--- config.mk ---
export PLATFORM = sky130hd
export DESIGN_NAME = rgb_to_ycbcr_422_unit_flat
export DESIGN_NICKNAME = d
export VERILOG_FILES = /design/src/hdl/rgbycc_pkg.sv /design/src/hdl/rgbycc_if.sv /design/src/hdl/rgb_to_ycbcr_422_unit.sv /design/src/flat_wrapper.sv
export SDC_FILE = /design/constraint.sdc
export NUM_CORES = 1
export LEC_CHECK = 0
export ABC_AREA = 1
export BUFFER_PORTS_ARGS = -buffer_cell sky130_fd_sc_hd__buf_4
export CORE_MARGIN = 1
export CORE_UTILIZATION = 50
export CTS_BUF_LIST = sky130_fd_sc_hd__clkbuf_8
export DETAILED_ROUTE_END_ITERATION = 7
export GPL_ROUTABILITY_DRIVEN = 0
export PLACE_DENSITY = 0.65
export SLEW_MARGIN = 20
export SYNTH_ARGS = -nofsm -noshare
export SYNTH_HDL_FRONTEND = slang
export SYNTH_SLANG_ARGS = --single-unit
--- constraint.sdc ---
create_clock -name i_clk -period 15.03 [get_ports i_clk]
set_input_delay 0.7515 -clock i_clk [delete_from_list [all_inputs] [get_ports i_clk]]
set_output_delay 0.7515 -clock i_clk [all_outputs]
set_load 0.02 [all_outputs]
--- src/hdl/rgbycc_pkg.sv ---
package rgbycc_pkg;

    localparam int PIX_W    = 8;
    localparam int SAMPLE_W = 9;

    // Matrix products and pair sums fit 25 bits signed; the partial holds one product
    localparam int SUM_W  = 25;
    localparam int PART_W = 24;

    localparam int PRECISION_SHIFT_DEF = 1;
    localparam int CHROMA_SHIFT_BASE   = 17;
    localparam int LUMA_FRAC_W         = 16;
    // -128 + 16 folded into one offset
    localparam int LUMA_OFFSET         = 112;

    typedef logic [PIX_W-1:0]           t_pix;
    typedef logic signed [SAMPLE_W-1:0] t_sample;
    typedef logic signed [SUM_W-1:0]    t_sum;
    typedef logic signed [PART_W-1:0]   t_part;

    localparam t_sum Y_R  = 25'sd16828;
    localparam t_sum Y_G  = 25'sd33038;
    localparam t_sum Y_B  = 25'sd6416;
    localparam t_sum CR_R = 25'sd28784;
    localparam t_sum CR_G = -25'sd24121;
    localparam t_sum CR_B = -25'sd4663;
    localparam t_sum CB_R = -25'sd9729;
    localparam t_sum CB_G = -25'sd19055;
    localparam t_sum CB_B = 25'sd28784;

    localparam t_sum SAT_HI = 25'sd255;
    localparam t_sum SAT_LO = -25'sd256;

    function automatic t_sample sat9(input t_sum v);
        t_sample res;
        if (v > SAT_HI) begin
            res = t_sample'(SAT_HI);
        end else if (v < SAT_LO) begin
            res = t_sample'(SAT_LO);
        end else begin
            res = $signed(v[SAMPLE_W-1:0]);
        end
        return res;
    endfunction

endpackage

--- src/hdl/rgbycc_if.sv ---
interface rgbycc_pix_if;
    logic                 valid;
    logic                 ready;
    rgbycc_pkg::t_pix     red;
    rgbycc_pkg::t_pix     green;
    rgbycc_pkg::t_pix     blue;
    logic                 end_of_frame;

    modport source (output valid, red, green, blue, end_of_frame, input ready);
    modport sink   (input valid, red, green, blue, end_of_frame, output ready);
endinterface

interface rgbycc_res_if;
    logic                 valid;
    logic                 ready;
    rgbycc_pkg::t_sample  luma;
    logic                 chroma_valid;
    rgbycc_pkg::t_sample  chroma_red;
    rgbycc_pkg::t_sample  chroma_blue;

    modport source (output valid, luma, chroma_valid, chroma_red, chroma_blue, input ready);
    modport sink   (input valid, luma, chroma_valid, chroma_red, chroma_blue, output ready);
endinterface

--- src/hdl/rgb_to_ycbcr_422_unit.sv ---
// Channel  | Dir | Payload
// i_pix    | in  | red, green, blue (8 bit), end_of_frame
// o_res    | out | luma (9 bit s), chroma_valid, chroma_red, chroma_blue (9 bit s)
//
// One item per clock while the result side is ready; each item passes the input register, then the result register.
// The colour matrix, pair sum and saturation sit between those two registers.
// Synchronous active-low reset empties both registers and restarts the pair phase.
// A stalled result holds the result register; the input register still advances
// in the same cycle that the result is taken, so no bubble appears.
module rgb_to_ycbcr_422_unit #(
    parameter int PRECISION_SHIFT = rgbycc_pkg::PRECISION_SHIFT_DEF
) (
    input  logic               i_clk,
    input  logic               i_rst_n,
    rgbycc_pix_if.sink         i_pix,
    rgbycc_res_if.source       o_res
);

    localparam int Y_W      = rgbycc_pkg::PIX_W + 1 + PRECISION_SHIFT;
    localparam int CHROMA_SH = rgbycc_pkg::CHROMA_SHIFT_BASE - PRECISION_SHIFT;

    // input register
    logic                 r_a_valid;
    rgbycc_pkg::t_pix     r_red, r_green, r_blue;
    logic                 r_eof;

    // pair state
    logic                 r_phase;
    rgbycc_pkg::t_part    r_cr_part, r_cb_part;

    // result register
    logic                 r_out_valid;
    rgbycc_pkg::t_sample  r_out_luma, r_out_cr, r_out_cb;
    logic                 r_out_cv;

    logic                 in_acc;
    logic                 a_adv;

    rgbycc_pkg::t_sum     w_r, w_g, w_b;
    rgbycc_pkg::t_sum     y_sum, cr_px, cb_px, cr_pair, cb_pair;
    logic signed [Y_W-1:0] y_cent, y_scaled;
    rgbycc_pkg::t_sample  n_luma, n_cr, n_cb;

    assign a_adv       = r_a_valid && (!r_out_valid || o_res.ready);
    assign i_pix.ready = !r_a_valid || a_adv;
    assign in_acc      = i_pix.valid && i_pix.ready;

    assign w_r = rgbycc_pkg::SUM_W'($signed({1'b0, r_red}));
    assign w_g = rgbycc_pkg::SUM_W'($signed({1'b0, r_green}));
    assign w_b = rgbycc_pkg::SUM_W'($signed({1'b0, r_blue}));

    assign y_sum = rgbycc_pkg::Y_R * w_r + rgbycc_pkg::Y_G * w_g + rgbycc_pkg::Y_B * w_b;
    assign cr_px = rgbycc_pkg::CR_R * w_r + rgbycc_pkg::CR_G * w_g + rgbycc_pkg::CR_B * w_b;
    assign cb_px = rgbycc_pkg::CB_R * w_r + rgbycc_pkg::CB_G * w_g + rgbycc_pkg::CB_B * w_b;

    // drop the fraction, centre, then scale
    assign y_cent = Y_W'($signed({1'b0,
                        y_sum[rgbycc_pkg::LUMA_FRAC_W +: rgbycc_pkg::PIX_W]}))
                    - Y_W'(rgbycc_pkg::LUMA_OFFSET);
    assign y_scaled = y_cent <<< PRECISION_SHIFT;
    assign n_luma   = rgbycc_pkg::sat9(rgbycc_pkg::SUM_W'(y_scaled));

    assign cr_pair = cr_px + rgbycc_pkg::SUM_W'(r_cr_part);
    assign cb_pair = cb_px + rgbycc_pkg::SUM_W'(r_cb_part);
    assign n_cr    = rgbycc_pkg::sat9(cr_pair >>> CHROMA_SH);
    assign n_cb    = rgbycc_pkg::sat9(cb_pair >>> CHROMA_SH);

    always_ff @(posedge i_clk) begin
        if (!i_rst_n) begin
            r_a_valid <= 1'b0;
        end else if (in_acc) begin
            r_a_valid <= 1'b1;
        end else if (a_adv) begin
            r_a_valid <= 1'b0;
        end
    end

    always_ff @(posedge i_clk) begin
        if (in_acc) begin
            r_red   <= i_pix.red;
            r_green <= i_pix.green;
            r_blue  <= i_pix.blue;
            r_eof   <= i_pix.end_of_frame;
        end
    end

    always_ff @(posedge i_clk) begin
        if (!i_rst_n) begin
            r_phase   <= 1'b0;
            r_cr_part <= '0;
            r_cb_part <= '0;
        end else if (a_adv) begin
            // end of frame restarts the pairing whatever the phase
            if (r_eof || r_phase) begin
                r_phase   <= 1'b0;
                r_cr_part <= '0;
                r_cb_part <= '0;
            end else begin
                r_phase   <= 1'b1;
                r_cr_part <= $signed(cr_px[rgbycc_pkg::PART_W-1:0]);
                r_cb_part <= $signed(cb_px[rgbycc_pkg::PART_W-1:0]);
            end
        end
    end

    always_ff @(posedge i_clk) begin
        if (!i_rst_n) begin
            r_out_valid <= 1'b0;
        end else if (a_adv) begin
            r_out_valid <= 1'b1;
        end else if (o_res.ready) begin
            r_out_valid <= 1'b0;
        end
    end

    always_ff @(posedge i_clk) begin
        if (a_adv) begin
            r_out_luma <= n_luma;
            r_out_cv   <= r_phase;
            r_out_cr   <= r_phase ? n_cr : '0;
            r_out_cb   <= r_phase ? n_cb : '0;
        end
    end

    assign o_res.valid        = r_out_valid;
    assign o_res.luma         = r_out_luma;
    assign o_res.chroma_valid = r_out_cv;
    assign o_res.chroma_red   = r_out_cr;
    assign o_res.chroma_blue  = r_out_cb;

    a_partial_clear: assert property (@(posedge i_clk) disable iff (!i_rst_n)
        !r_phase |-> (r_cr_part == '0) && (r_cb_part == '0))
        else $error("partial sums not clear at start of pair");

    a_eof_restart: assert property (@(posedge i_clk) disable iff (!i_rst_n)
        a_adv && r_eof |=> !r_phase)
        else $error("pair phase not restarted after end of frame");

    a_pair_chroma: assert property (@(posedge i_clk) disable iff (!i_rst_n)
        a_adv && r_phase |=> r_out_valid && r_out_cv)
        else $error("second pixel of pair gave no chroma");

    a_chroma_zero: assert property (@(posedge i_clk) disable iff (!i_rst_n)
        r_out_valid && !r_out_cv |-> (r_out_cr == '0) && (r_out_cb == '0))
        else $error("chroma fields set without chroma_valid");

    a_no_overwrite: assert property (@(posedge i_clk) disable iff (!i_rst_n)
        r_a_valid && !a_adv |-> !i_pix.ready)
        else $error("input register open while its item is held");

endmodule

--- src/flat_wrapper.sv ---
// flat-port wrapper written by rule: the top's interface ports become plain ports
module rgb_to_ycbcr_422_unit_flat 
#(
    parameter int PRECISION_SHIFT = rgbycc_pkg::PRECISION_SHIFT_DEF
)
  (i_clk, i_rst_n, i_pix_valid, i_pix_red, i_pix_green, i_pix_blue, i_pix_end_of_frame, i_pix_ready, o_res_valid, o_res_luma, o_res_chroma_valid, o_res_chroma_red, o_res_chroma_blue, o_res_ready);
  rgbycc_pix_if i_pix_i ();
  rgbycc_res_if o_res_i ();
  input  logic i_clk;
  input  logic i_rst_n;
  input wire logic [$bits(i_pix_i.valid)-1:0] i_pix_valid;
  input wire logic [$bits(i_pix_i.red)-1:0] i_pix_red;
  input wire logic [$bits(i_pix_i.green)-1:0] i_pix_green;
  input wire logic [$bits(i_pix_i.blue)-1:0] i_pix_blue;
  input wire logic [$bits(i_pix_i.end_of_frame)-1:0] i_pix_end_of_frame;
  output wire logic [$bits(i_pix_i.ready)-1:0] i_pix_ready;
  output wire logic [$bits(o_res_i.valid)-1:0] o_res_valid;
  output wire logic [$bits(o_res_i.luma)-1:0] o_res_luma;
  output wire logic [$bits(o_res_i.chroma_valid)-1:0] o_res_chroma_valid;
  output wire logic [$bits(o_res_i.chroma_red)-1:0] o_res_chroma_red;
  output wire logic [$bits(o_res_i.chroma_blue)-1:0] o_res_chroma_blue;
  input wire logic [$bits(o_res_i.ready)-1:0] o_res_ready;
  assign i_pix_i.valid = i_pix_valid;
  assign i_pix_i.red = i_pix_red;
  assign i_pix_i.green = i_pix_green;
  assign i_pix_i.blue = i_pix_blue;
  assign i_pix_i.end_of_frame = i_pix_end_of_frame;
  assign i_pix_ready = i_pix_i.ready;
  assign o_res_valid = o_res_i.valid;
  assign o_res_luma = o_res_i.luma;
  assign o_res_chroma_valid = o_res_i.chroma_valid;
  assign o_res_chroma_red = o_res_i.chroma_red;
  assign o_res_chroma_blue = o_res_i.chroma_blue;
  assign o_res_i.ready = o_res_ready;
  rgb_to_ycbcr_422_unit #(.PRECISION_SHIFT(PRECISION_SHIFT)) u_core (.i_clk(i_clk), .i_rst_n(i_rst_n), .i_pix(i_pix_i), .o_res(o_res_i));
endmodule
==> summary.txt <==
Place
  – Dpl hpwl: 61.61 mm
  – DP Area: 0.02693 mm^2
  – I/O Buffers: 58

Timing
  – Final setup fails: 0
  – Setup TNS: 0 ns
  – Tightest Pin Transition: roughly 0.9 ns
  – Worst Skew: 0.02736 ns
  – Fmax: a little under 100 MHz
  – Worst Hold Margin: 0.4404 ns
  – Slew Limit Fails: 0
  – Crit share post-route: between 60% and 70%
  – Headroom to the max-slew limit: roughly two fifths
  – Final min period: 10.32 ns
  – Final Hold Viols: 0
  – RSZ-0062 raised after global routing: false

Clock tree
  – Clk_lat worst skew: 0.48 ns
  – Root buf cell: clkbuf_8
  – CTS tree: done
  – H-tree depth: 3
  – Clock Path Buffers: 2
  – Post-CTS Setup Inserts: 0
  – CTS buffer count: 9
  – Sink Count: 104
  – Worst-path clk slew: roughly 0.14 ns
  – # hold bufs at CTS: 0
  – Post-cts sizing count: 0

Synth
  – Avg Inst Size Synth: ~7.8 um^2
  – Yosys warns: 0
  – Sequential share of the synthesized area: between 10% and 20%
  – Cell count after synthesis: about 3300
  – Dominant synthesized flop cell: edfxtp_1
  – Synth Cell Area: about 0.026 mm^2
  – Register bit total from synthesis: ~100
  – Net Count, Synth: 4097
  – Yosys top cell by area: fa_1
  – Number of flops mapped to enable cells by yosys: 53
  – Post-synth top cells: inv_1, nand2_1, ha_1, fa_1, a21oi_1
  – Area share of the largest cell type after synthesis: 22.96%
  – Count leader, synth: inv_1
  – Synth unique cells: 42
  – Post-synth ARST share: 0%
  – Synth area leaders: fa_1, ha_1, inv_1

Global route
  – Initial antenna violation count: 2
  – Largest net degree at the start of global routing: 52
  – GRT Residual Overflow: 0
  – Vias in the first global route: 21950
  – GRT Overall Usage: 28.08%
  – Global-route wire length before repair: 115.7 mm

Setup path
  – CP Max Fanout: 8
  – Critical path buffer and inverter count: 7
  – Crit. End Element: flop
  – R2R setup slack: 4.71 ns
  – Crit path largest cell delay: roughly 0.85 ns
  – CP required: 15.28 ns
  – R2R cell count: 39
  – Top cell family by delay on the critical path: adder cells
  – Critical Path Slowest Stage Cell: fa_1
  – Critical path class: flop to flop
  – Crit path DAT: between 10 and 15 ns
  – Reg-to-reg endpoint: u_core.o_res.chroma_blue[8]
  – Start of the worst register-to-register path: u_core.r_red[0]
  – Startpoint types: flop

Floorplan
  – Initial Utilization: just over 50%
  – Full die area: about 0.052 mm^2
  – # rows: just over 80
  – Core area: 0.05038 mm^2
  – Die Height: 228.4 um
  – Chip width: approximately 230 um
  – Number of I/O pins: 59

Routing
  – DRC: 0
  – Pre-antenna DRT Iters: 6
  – WL/cell: ~18 um
  – Remaining antenna violation count: 0
  – DRT iter0 DRCs: roughly 1600
  – Final Routed Wirelength: 71.04 mm
  – Vias per inst: 5.417
  – Vias: about 22000

Run
  – Max cap viols: 0

Hold path
  – Hold Crit Endpoint: u_core.r_green[3]
  – HP Start: i_pix_green[3]
  – Hold path depth: 1
  – Hold Path Class: input pin to flop

Status
  – Status: finished, final reports clean

Layout
  – Layout cell share with drive strength beyond 1: 3.942%
  – Design area: 0.02715 mm^2
  – Final #Nets: between 4000 and 5000
  – P&R area growth vs syn: 5.910%
kinds of logic after synthesis:
family	after synthesis	synth area share, %
XOR/XNOR	153	5.227
AND/OR/NAND/NOR	1017	16.95
adder cells (fa/ha/maj)	761	45.75
flip-flops	104	10.19
buffers and inverters	804	11.80
AO/OA/AOI/OAI	468	10.08
metal layers:
metal	routed length, um	GRT usage (%)	up-vias
met5	9	0	-
met4	1812	7.529	2
met3	5131	4.366	115
met2	32320	46.09	709
met1	31770	38.39	10500
li1	-	-	10600
stage by stage:
| step | util, % | std cells | worst slack [ns] |
|---|---|---|---|
| after floorplan | - | 3307 | 6.655 |
| after global placement | 53.46 | 4030 | 4.855 |
| after detailed placement | 53.46 | 4030 | 4.851 |
| after CTS | 53.89 | 4046 | 4.810 |
| after global routing | 53.90 | 4047 | 4.031 |
| final | 53.90 | 4047 | 4.711 |
cells in the final DEF (no fill, tap or decap), types with 4 or more instances in the layout:
cell type | netlist | final
xor2_1 | 97 | 97
nor4_1 | 9 | 9
o211ai_1 | 10 | 10
or2_2 | 14 | 14
buf_4 | 0 | 72
o31ai_1 | 5 | 5
a31oi_1 | 21 | 21
inv_2 | 5 | 5
a21oi_1 | 260 | 260
edfxtp_1 | 53 | 53
nand2_2 | 9 | 9
and2_1 | 14 | 14
nor2_1 | 164 | 164
o21a_1 | 7 | 7
xnor2_1 | 56 | 56
nor3_1 | 39 | 39
o21bai_1 | 20 | 20
nand3_1 | 120 | 120
dfxtp_1 | 51 | 51
nand2_1 | 589 | 589
a21o_1 | 23 | 23
nand3b_1 | 6 | 6
ha_1 | 467 | 467
o21ai_0 | 98 | 98
nand4_1 | 37 | 37
nor2_2 | 6 | 6
inv_1 | 777 | 777
o21ai_1 | 8 | 8
fa_1 | 294 | 294
nand3_4 | 4 | 4
a211oi_1 | 4 | 4
clkbuf_8 | 0 | 9
worst register-to-register path: cells and delay by family, from the launching register on:
| kind | cells | cell delay [ns] |
|---|---|---|
| AND/OR/NAND/NOR | 10 | 1.11 |
| AO/OA/AOI/OAI | 10 | 1.67 |
| flip-flops | 1 | 0.76 |
| adder cells (fa/ha/maj) | 10 | 4.87 |
| XOR/XNOR | 2 | 0.48 |
| buffers and inverters | 7 | 1.17 |
state kept, by name, indices dropped and copies added (netlist names):
signal	flops
u_core.r_cb_part	24
u_core.o_res.chroma_blue	9
u_core.o_res.chroma_red	9
u_core.r_cr_part	24
u_core.o_res.valid	1
u_core.r_a_valid	1
u_core.r_red	8
u_core.o_res.luma	9
u_core.o_res.chroma_valid	1
u_core.r_phase	1
u_core.r_eof	1
u_core.r_green	8
u_core.r_blue	8
worst max path at each step:
stage               startpoint                          end  slack (ns)  cells past startpoint
3_3_place_gp   u_core.r_red[0]  u_core.o_res.chroma_blue[8]        4.86                     39
3_5_place_dp   u_core.r_red[0]  u_core.o_res.chroma_blue[8]        4.85                     39
5_1_grt        u_core.r_red[0]  u_core.o_res.chroma_blue[8]        4.03                     41
2_1_floorplan  u_core.r_red[0]  u_core.o_res.chroma_blue[6]        6.65                     39
4_1_cts        u_core.r_red[0]  u_core.o_res.chroma_blue[8]        4.81                     39
6_report       u_core.r_red[0]  u_core.o_res.chroma_blue[8]        4.71                     39
area by class of cell:
type	count	area [um^2]
Clock buffer	9	123.9
Tap cell	672	840.8
Inverter	783	2939
Sequential cell	104	2613
Timing Repair Buffer	72	540.5
Antenna cell	1	2.502
Fill cell	4736	23220
Multi-Input combinational cell	2399	20000
Clock inverter	7	93.84
Power is not shown: default switching activity piles up to over one toggle a cycle in this logic, so the estimate is an artifact.
